$ cat src/hdl/assert_macros.svh
`ifndef ASSERT_MACROS_SVH
`define ASSERT_MACROS_SVH

// Property that must hold at every clock edge out of reset.
`define ASSERT_AT(label, prop, msg) \
    label: assert property (@(posedge aclk) disable iff (!aresetn) (prop)) else $error(msg);

// When pre holds at one edge, post must hold at the next.
`define ASSERT_NEXT(label, pre, post, msg) \
    label: assert property (@(posedge aclk) disable iff (!aresetn) (pre) |=> (post)) \
        else $error(msg);

`endif

$ cat src/hdl/cdq_pkg.sv
`timescale 1ns / 1ps

package cdq_pkg;

    localparam int DEPTH      = 16;
    localparam int DATA_WIDTH = 32;
    localparam int IDX_W      = $clog2(DEPTH);
    localparam int CNT_W      = $clog2(DEPTH + 1);

    typedef logic [DATA_WIDTH-1:0] data_t;
    typedef logic [IDX_W-1:0]      idx_t;
    typedef logic [CNT_W-1:0]      cnt_t;

    typedef enum logic [2:0] {
        FUNC_FRONT_PUSH = 3'd0,
        FUNC_BACK_PUSH  = 3'd1,
        FUNC_FRONT_POP  = 3'd2,
        FUNC_BACK_POP   = 3'd3,
        FUNC_READ       = 3'd4
    } func_t;

    typedef enum logic [1:0] {
        STAT_OK    = 2'd0,
        STAT_FULL  = 2'd1,
        STAT_EMPTY = 2'd2,
        STAT_RANGE = 2'd3
    } status_t;

    typedef struct packed {
        func_t              func;
        logic signed [31:0] value;
        logic [3:0]         position;
    } cdq_in_t;

    typedef struct packed {
        status_t            status;
        logic signed [31:0] data;
        logic [4:0]         occupancy;
    } cdq_out_t;

    // Broadcast to every cell of the row.
    typedef struct packed {
        logic  shift_back;   // front push: every element moves one place back
        logic  shift_front;  // front pop: every element moves one place forward
        logic  load_back;    // back push: the cell just past the last one loads
        idx_t  back_idx;
        data_t value;
    } cdq_cell_ctrl_t;

endpackage

$ cat src/hdl/cdq_cell.sv
`timescale 1ns / 1ps

module cdq_cell (
    input  logic                   aclk,
    input  cdq_pkg::cdq_cell_ctrl_t ctrl,
    input  cdq_pkg::idx_t          cell_idx,
    input  cdq_pkg::data_t         prev_data,
    input  cdq_pkg::data_t         next_data,
    output cdq_pkg::data_t         data_o
);
    import cdq_pkg::*;

    data_t data_reg;
    data_t data_next;

    always_comb begin
        data_next = data_reg;
        if (ctrl.shift_back) begin
            data_next = prev_data;
        end else if (ctrl.shift_front) begin
            data_next = next_data;
        end else if (ctrl.load_back && (ctrl.back_idx == cell_idx)) begin
            data_next = ctrl.value;
        end
    end

    always_ff @(posedge aclk) begin
        data_reg <= data_next;
    end

    assign data_o = data_reg;

endmodule

$ cat src/hdl/circular_deque.sv
`timescale 1ns / 1ps
`include "assert_macros.svh"

// Double-ended queue of 16 32-bit elements held as a row of cells, cell 0 at the
// front. Each item pushes at the front or the back, pops from either end, or reads
// the element at a position from the front, and gives exactly one result: status,
// data and the new occupancy. At the edge that accepts an item a front push or pop
// shifts the whole row and a back push loads one cell; the result sits in the output
// register from the next cycle on. s_ready is high out of reset whenever that register
// is empty or being taken, so items flow at one per cycle when m_ready stays high. Full
// pushes, empty pops and reads at or beyond the occupancy leave the queue unchanged
// and return an error status with zero data.
module circular_deque (
    input  logic              aclk,
    input  logic              aresetn,
    input  logic              s_valid,
    output logic              s_ready,
    input  cdq_pkg::cdq_in_t  s_item,
    output logic              m_valid,
    input  logic              m_ready,
    output cdq_pkg::cdq_out_t m_item
);
    import cdq_pkg::*;

    cnt_t           count_reg;
    cnt_t           count_next;
    logic           m_valid_reg;
    logic           m_valid_next;
    cdq_out_t       m_item_reg;
    cdq_out_t       m_item_next;
    cdq_cell_ctrl_t ctrl;
    status_t        status;
    logic           want_data;
    idx_t           rd_sel;
    data_t          rd_data;
    data_t          cell_data [DEPTH];
    cnt_t           count_m1;
    logic           s_fire;
    logic           full;
    logic           empty;

    assign s_ready  = aresetn && (!m_valid_reg || m_ready);
    assign s_fire   = s_valid && s_ready;
    assign full     = (count_reg == cnt_t'(DEPTH));
    assign empty    = (count_reg == '0);
    assign count_m1 = count_reg - 1'b1;

    // Operation decode
    always_comb begin
        ctrl            = '0;
        ctrl.value      = data_t'(s_item.value);
        ctrl.back_idx   = count_reg[IDX_W-1:0];
        status          = STAT_OK;
        want_data       = 1'b0;
        rd_sel          = '0;
        count_next      = count_reg;
        unique case (s_item.func)
            FUNC_FRONT_PUSH: begin
                if (full) begin
                    status = STAT_FULL;
                end else begin
                    ctrl.shift_back = s_fire;
                    count_next      = count_reg + 1'b1;
                end
            end
            FUNC_BACK_PUSH: begin
                if (full) begin
                    status = STAT_FULL;
                end else begin
                    ctrl.load_back = s_fire;
                    count_next     = count_reg + 1'b1;
                end
            end
            FUNC_FRONT_POP: begin
                if (empty) begin
                    status = STAT_EMPTY;
                end else begin
                    ctrl.shift_front = s_fire;
                    want_data        = 1'b1;
                    count_next       = count_m1;
                end
            end
            FUNC_BACK_POP: begin
                if (empty) begin
                    status = STAT_EMPTY;
                end else begin
                    want_data  = 1'b1;
                    rd_sel     = count_m1[IDX_W-1:0];
                    count_next = count_m1;
                end
            end
            FUNC_READ: begin
                if (cnt_t'(s_item.position) >= count_reg) begin
                    status = STAT_RANGE;
                end else begin
                    want_data = 1'b1;
                    rd_sel    = idx_t'(s_item.position);
                end
            end
            default: begin
            end
        endcase
    end

    assign rd_data = cell_data[rd_sel];

    for (genvar i = 0; i < DEPTH; i++) begin : g_cell
        data_t prev_d;
        data_t next_d;
        if (i == 0) begin : g_first
            assign prev_d = ctrl.value;
        end else begin : g_mid_prev
            assign prev_d = cell_data[i-1];
        end
        if (i == DEPTH - 1) begin : g_last
            assign next_d = cell_data[i];
        end else begin : g_mid_next
            assign next_d = cell_data[i+1];
        end
        cdq_cell u_cell (
            .aclk      (aclk),
            .ctrl      (ctrl),
            .cell_idx  (idx_t'(i)),
            .prev_data (prev_d),
            .next_data (next_d),
            .data_o    (cell_data[i])
        );
    end

    always_comb begin
        m_valid_next = m_valid_reg;
        m_item_next  = m_item_reg;
        if (s_fire) begin
            m_valid_next          = 1'b1;
            m_item_next.status    = status;
            m_item_next.data      = want_data ? 32'(rd_data) : '0;
            m_item_next.occupancy = 5'(count_next);
        end else if (m_ready) begin
            m_valid_next = 1'b0;
        end
    end

    always_ff @(posedge aclk) begin
        if (!aresetn) begin
            count_reg   <= '0;
            m_valid_reg <= 1'b0;
        end else begin
            if (s_fire) begin
                count_reg <= count_next;
            end
            m_valid_reg <= m_valid_next;
        end
        m_item_reg <= m_item_next;
    end

    assign m_valid = m_valid_reg;
    assign m_item  = m_item_reg;

    `ASSERT_AT(a_count_bound, count_reg <= cnt_t'(DEPTH), "occupancy above depth")
    `ASSERT_NEXT(a_front_push_lands, s_fire && s_item.func == FUNC_FRONT_PUSH && !full,
        cell_data[0] == data_t'($past(s_item.value)), "front push did not reach cell 0")
    `ASSERT_NEXT(a_occ_tracks, s_fire, m_valid_reg && m_item_reg.occupancy == 5'(count_reg),
        "result occupancy differs from stored count")

endmodule
$ cat config.mk
export PLATFORM = sky130hd
export DESIGN_NAME = circular_deque
export DESIGN_NICKNAME = d
export VERILOG_FILES = /design/src/hdl/cdq_pkg.sv /design/src/hdl/cdq_cell.sv /design/src/hdl/circular_deque.sv
export VERILOG_INCLUDE_DIRS = /design/src /design/src/hdl
export SDC_FILE = /design/constraint.sdc
export NUM_CORES = 1
export LEC_CHECK = 0
export CAP_MARGIN = 10
export CORE_MARGIN = 1
export CORE_UTILIZATION = 42
export CTS_CLUSTER_DIAMETER = 80
export DETAILED_ROUTE_END_ITERATION = 6
export DONT_BUFFER_PORTS = 1
export GPL_TIMING_DRIVEN = 0
export SLEW_MARGIN = 20
export SYNTH_ARGS = -nofsm -noshare
export SYNTH_HDL_FRONTEND = slang
export SYNTH_HIERARCHICAL = 1
export SYNTH_SLANG_ARGS = --single-unit
$ cat constraint.sdc
create_clock -name aclk -period 8.8 [get_ports aclk]
set_input_delay 1.32 -clock aclk [delete_from_list [all_inputs] [get_ports aclk]]
set_output_delay 1.32 -clock aclk [all_outputs]
set_load 0.02 [all_outputs]
==> results.py <==
metrics = {
    "outcome": {
        "status": "complete, no violations",
    },
    "clock_tree": {
        "clk_pin_slew_ps": 60,
        "numCtsBuffers": 66,
        "clock-sinks": 557,
        "htreeDepth": 3,
        "clock_latency_ps": 610,
        "post_cts_buffers": 0,
        "cts_resized": 0,
        "clockRootBuffer": "clkbuf_16",
        "clockBufferDepth": 3,
        "cts_hold_buffers": 0,
        "cts_tree": "done",
    },
    "power_and_ir_drop": {
        "power.switching_mw": 1.58,
        "internal_power_mw": 4.73,
        "power_leakage_nw": 13.0,
        "p_per_area_nw_per_um2": 164,
        "power_frac_seq": 0.484,
        "combPwrFrac": 0.091,
        "clkPwrFrac": 0.425,
        "swShare": 0.250,
        "vdd_drop_max_mv": 0.120,
    },
    "floorplanning": {
        "core_area_sq_um": 80400,
        "boundaryPins": 84,
        "dieWidth_microns": 287,
        "floorplan.rows": 104,
        "initial_utilization": 0.424,
        "die_y_microns": 287,
        "die_area_sq_um": 82300,
    },
    "layout": {
        "area_growth_pct": 12.8,
        "fin_area_sq_um": 38400,
        "diodes": 0,
        "nNetsFinal": 3451,
        "largest_register_ffs": 512,
        "drive_above_1_share": 0.105,
    },
    "critical_path": {
        "crit_family": "buffers and inverters",
        "cp_num_cells": 12,
        "crit_type": "flip-flop to flip-flop",
        "cp-start-kind": "flip-flop",
        "critical_path_peak_fanout": 33,
        "arrival_ps": 5740,
        "worstPathRequired_ps": 9220,
        "worstSetupEndpointType": "flip-flop",
        "max_stage_delay_ps": 870,
        "crit_chain": "buf_6 -> or4b_1 -> buf_2 -> ha_1 -> nand4b_1 -> or4b_2 -> nand2_1 -> buf_2 -> clkbuf_1 -> a211oi_1 -> a211oi_1 -> a22o_1",
        "worstRegToRegCells": 12,
        "cp_num_buf_inv": 4,
        "slowest_stage": "clkbuf_1",
        "r2r_setup_slack_ps": 3470,
    },
    "detailed_routing": {
        "drc_errors": 0,
        "viasPerCell": 5.90,
        "drtAntennaViolNets": 0,
        "vias": 26600,
        "dr.pass1.iters": 6,
        "wl_per_cell_microns": 25.2,
        "drt-initial-drc-count": 2733,
        "totalWireLength_microns": 113000,
    },
    "yosys": {
        "syn_inst": 3172,
        "yosys_warnings": 6,
        "netlist_area_sq_um": 34100,
        "ys_seq_area_frac": 0.489,
        "synth-edff-count": 551,
        "postSynthRegisterBits": 557,
        "syn_area_per_cell_sq_um": 10.7,
        "synth_cell_types": 59,
        "synth-main-ff-cell": "edfxtp_1",
        "synthArstFlopShare": 0,
    },
    "timing": {
        "rsz0062_at_grt": "no",
        "final.setup_skew_ps": 17.7,
        "finalHoldViolCount": 0,
        "drv_slew": 0,
        "setup_violations": 0,
        "tns_ps": 0,
        "fmax_ghz": 0.188,
        "min_period_ps": 5330,
        "maxSlewHeadroom": 0.203,
        "worst_pin_slew_ps": 1200,
        "fin_crit_sh": 0.605,
    },
    "global_route": {
        "met2_usage": 0.447,
        "grt.busiest_layer": "met2",
        "grt_pass1_wl_microns": 169000,
        "overflow": 0,
        "grt_max_degree": 39,
        "met3_usage": 0.0390,
        "antenna_found_initial": 4,
        "use_met1": 0.363,
        "grt_pass1_vias": 26700,
        "globalRouteTotalUtil": 0.271,
    },
    "placement": {
        "postPlaceCellArea_sq_um": 36400,
        "post-dp-hpwl_microns": 87800,
        "io_buffer_count": 0,
        "gp_congestion": 0.922,
    },
    "hold_path": {
        "hold-path-cell-count": 2,
        "hp-class": "flip-flop to flip-flop",
    },
    "flow_run": {
        "drv_cap": 0,
    },
}
==> metal layers <==
metal  wire, microns  vias up
li1                -    12200
met1           48200    13100
met2           53400     1054
met3            7380      212
met4            4450        0
met5               0        -
==> power groups by stage <==
stage / Sequential [mW] / Clock [mW] / Combinational (mW)
2_1_floorplan: 3.09 / 0 / 0.384
3_3_place_gp: 3.12 / 0 / 0.528
3_5_place_dp: 3.11 / 0 / 0.555
4_1_cts: 3.06 / 2.72 / 0.558
5_1_grt: 3.06 / 2.80 / 0.618
6_report: 3.06 / 2.68 / 0.574
==> per-stage QoR <==
stage | hold slack [ps] | std cells | util | setup WS [ps] | power [mW]
after detailed placement | 565 | 4392 | 0.453 | 3560 | 3.67
after floorplan | 525 | 3282 | - | 3320 | 3.47
after CTS | 578 | 4503 | 0.478 | 3620 | 6.34
final | 573 | 4503 | 0.478 | 3470 | 6.31
after global routing | 605 | 4503 | 0.478 | 3360 | 6.48
after global placement | 556 | 4342 | 0.446 | 426 | 3.65
==> cell usage in the layout, fill, tap and decap left out, types with 48 or more instances in the layout <==
cell type | netlist | final
buf_4 | 20 | 67
buf_8 | 48 | 48
buf_2 | 86 | 86
o21ai_1 | 465 | 465
a22o_1 | 48 | 48
a211oi_1 | 96 | 96
o21ai_0 | 51 | 51
clkbuf_1 | 82 | 93
clkbuf_16 | 0 | 72
conb_1 | 2 | 112
and3_1 | 67 | 67
nand2_1 | 652 | 652
edfxtp_1 | 551 | 551
mux2i_1 | 640 | 640
==> area by class of cell <==
| type | count | area [sq um] |
|---|---|---|
| fill | 7609 | 42000 |
| sequential | 557 | 16700 |
| multi-input combinational | 2421 | 16000 |
| buffer | 262 | 1900 |
| clock buffer | 84 | 1850 |
| tap | 1060 | 1330 |
| timing repair buffer | 50 | 395 |
| clock inverter | 27 | 181 |
| inverter | 42 | 158 |
==> path summary, 6_finish.rpt <==
check                               from                     endpoint
max                         count_reg[2]                   m_item[36]
min          g_cell[0].u_cell/data_o[27]  g_cell[1].u_cell/data_o[27]
max reg2reg                 count_reg[2]                   m_item[36]
min reg2reg  g_cell[0].u_cell/data_o[27]  g_cell[1].u_cell/data_o[27]
==> tightest hold or removal path: stages, from the launching register on <==
cell	delay (ps)
edfxtp_1	350
nand2_1	50
o21ai_1	60
==> cells in the mapped netlist, types with 3 or more instances <==
cell,instances,area (sq um)
nand2_1,652,2450
mux2i_1,640,6410
edfxtp_1,551,16500
o21ai_1,465,2330
a211oi_1,96,721
buf_2,86,430
clkbuf_1,82,308
and3_1,67,419
o21ai_0,51,255
a22o_1,48,420
buf_8,48,721
inv_1,42,158
nand2b_1,36,225
a31oi_1,34,213
a32oi_1,32,280
nor2_1,32,120
buf_6,21,236
buf_4,20,150
a221oi_2,18,270
xor2_1,17,149
nor2b_1,16,100
o2111ai_1,16,140
o41ai_2,16,260
a221oi_1,15,131
ha_1,8,100
nor3_1,8,40.0
dfxtp_1,6,120
nand3_1,5,25.0
a21oi_1,4,20.0
a21o_1,3,22.5
buf_1,3,11.3
==> logic make-up after synthesis <==
group,after synthesis,synth area share
compound gates,813,0.152
simple gates,830,0.103
mux,640,0.188
fa+ha+maj,8,0.00294
buf+inv,304,0.0603
xor+xnor,18,0.00462
flops,557,0.489
other cells,2,0.000220
No activity file was read; power rests on OpenSTA's default activity.
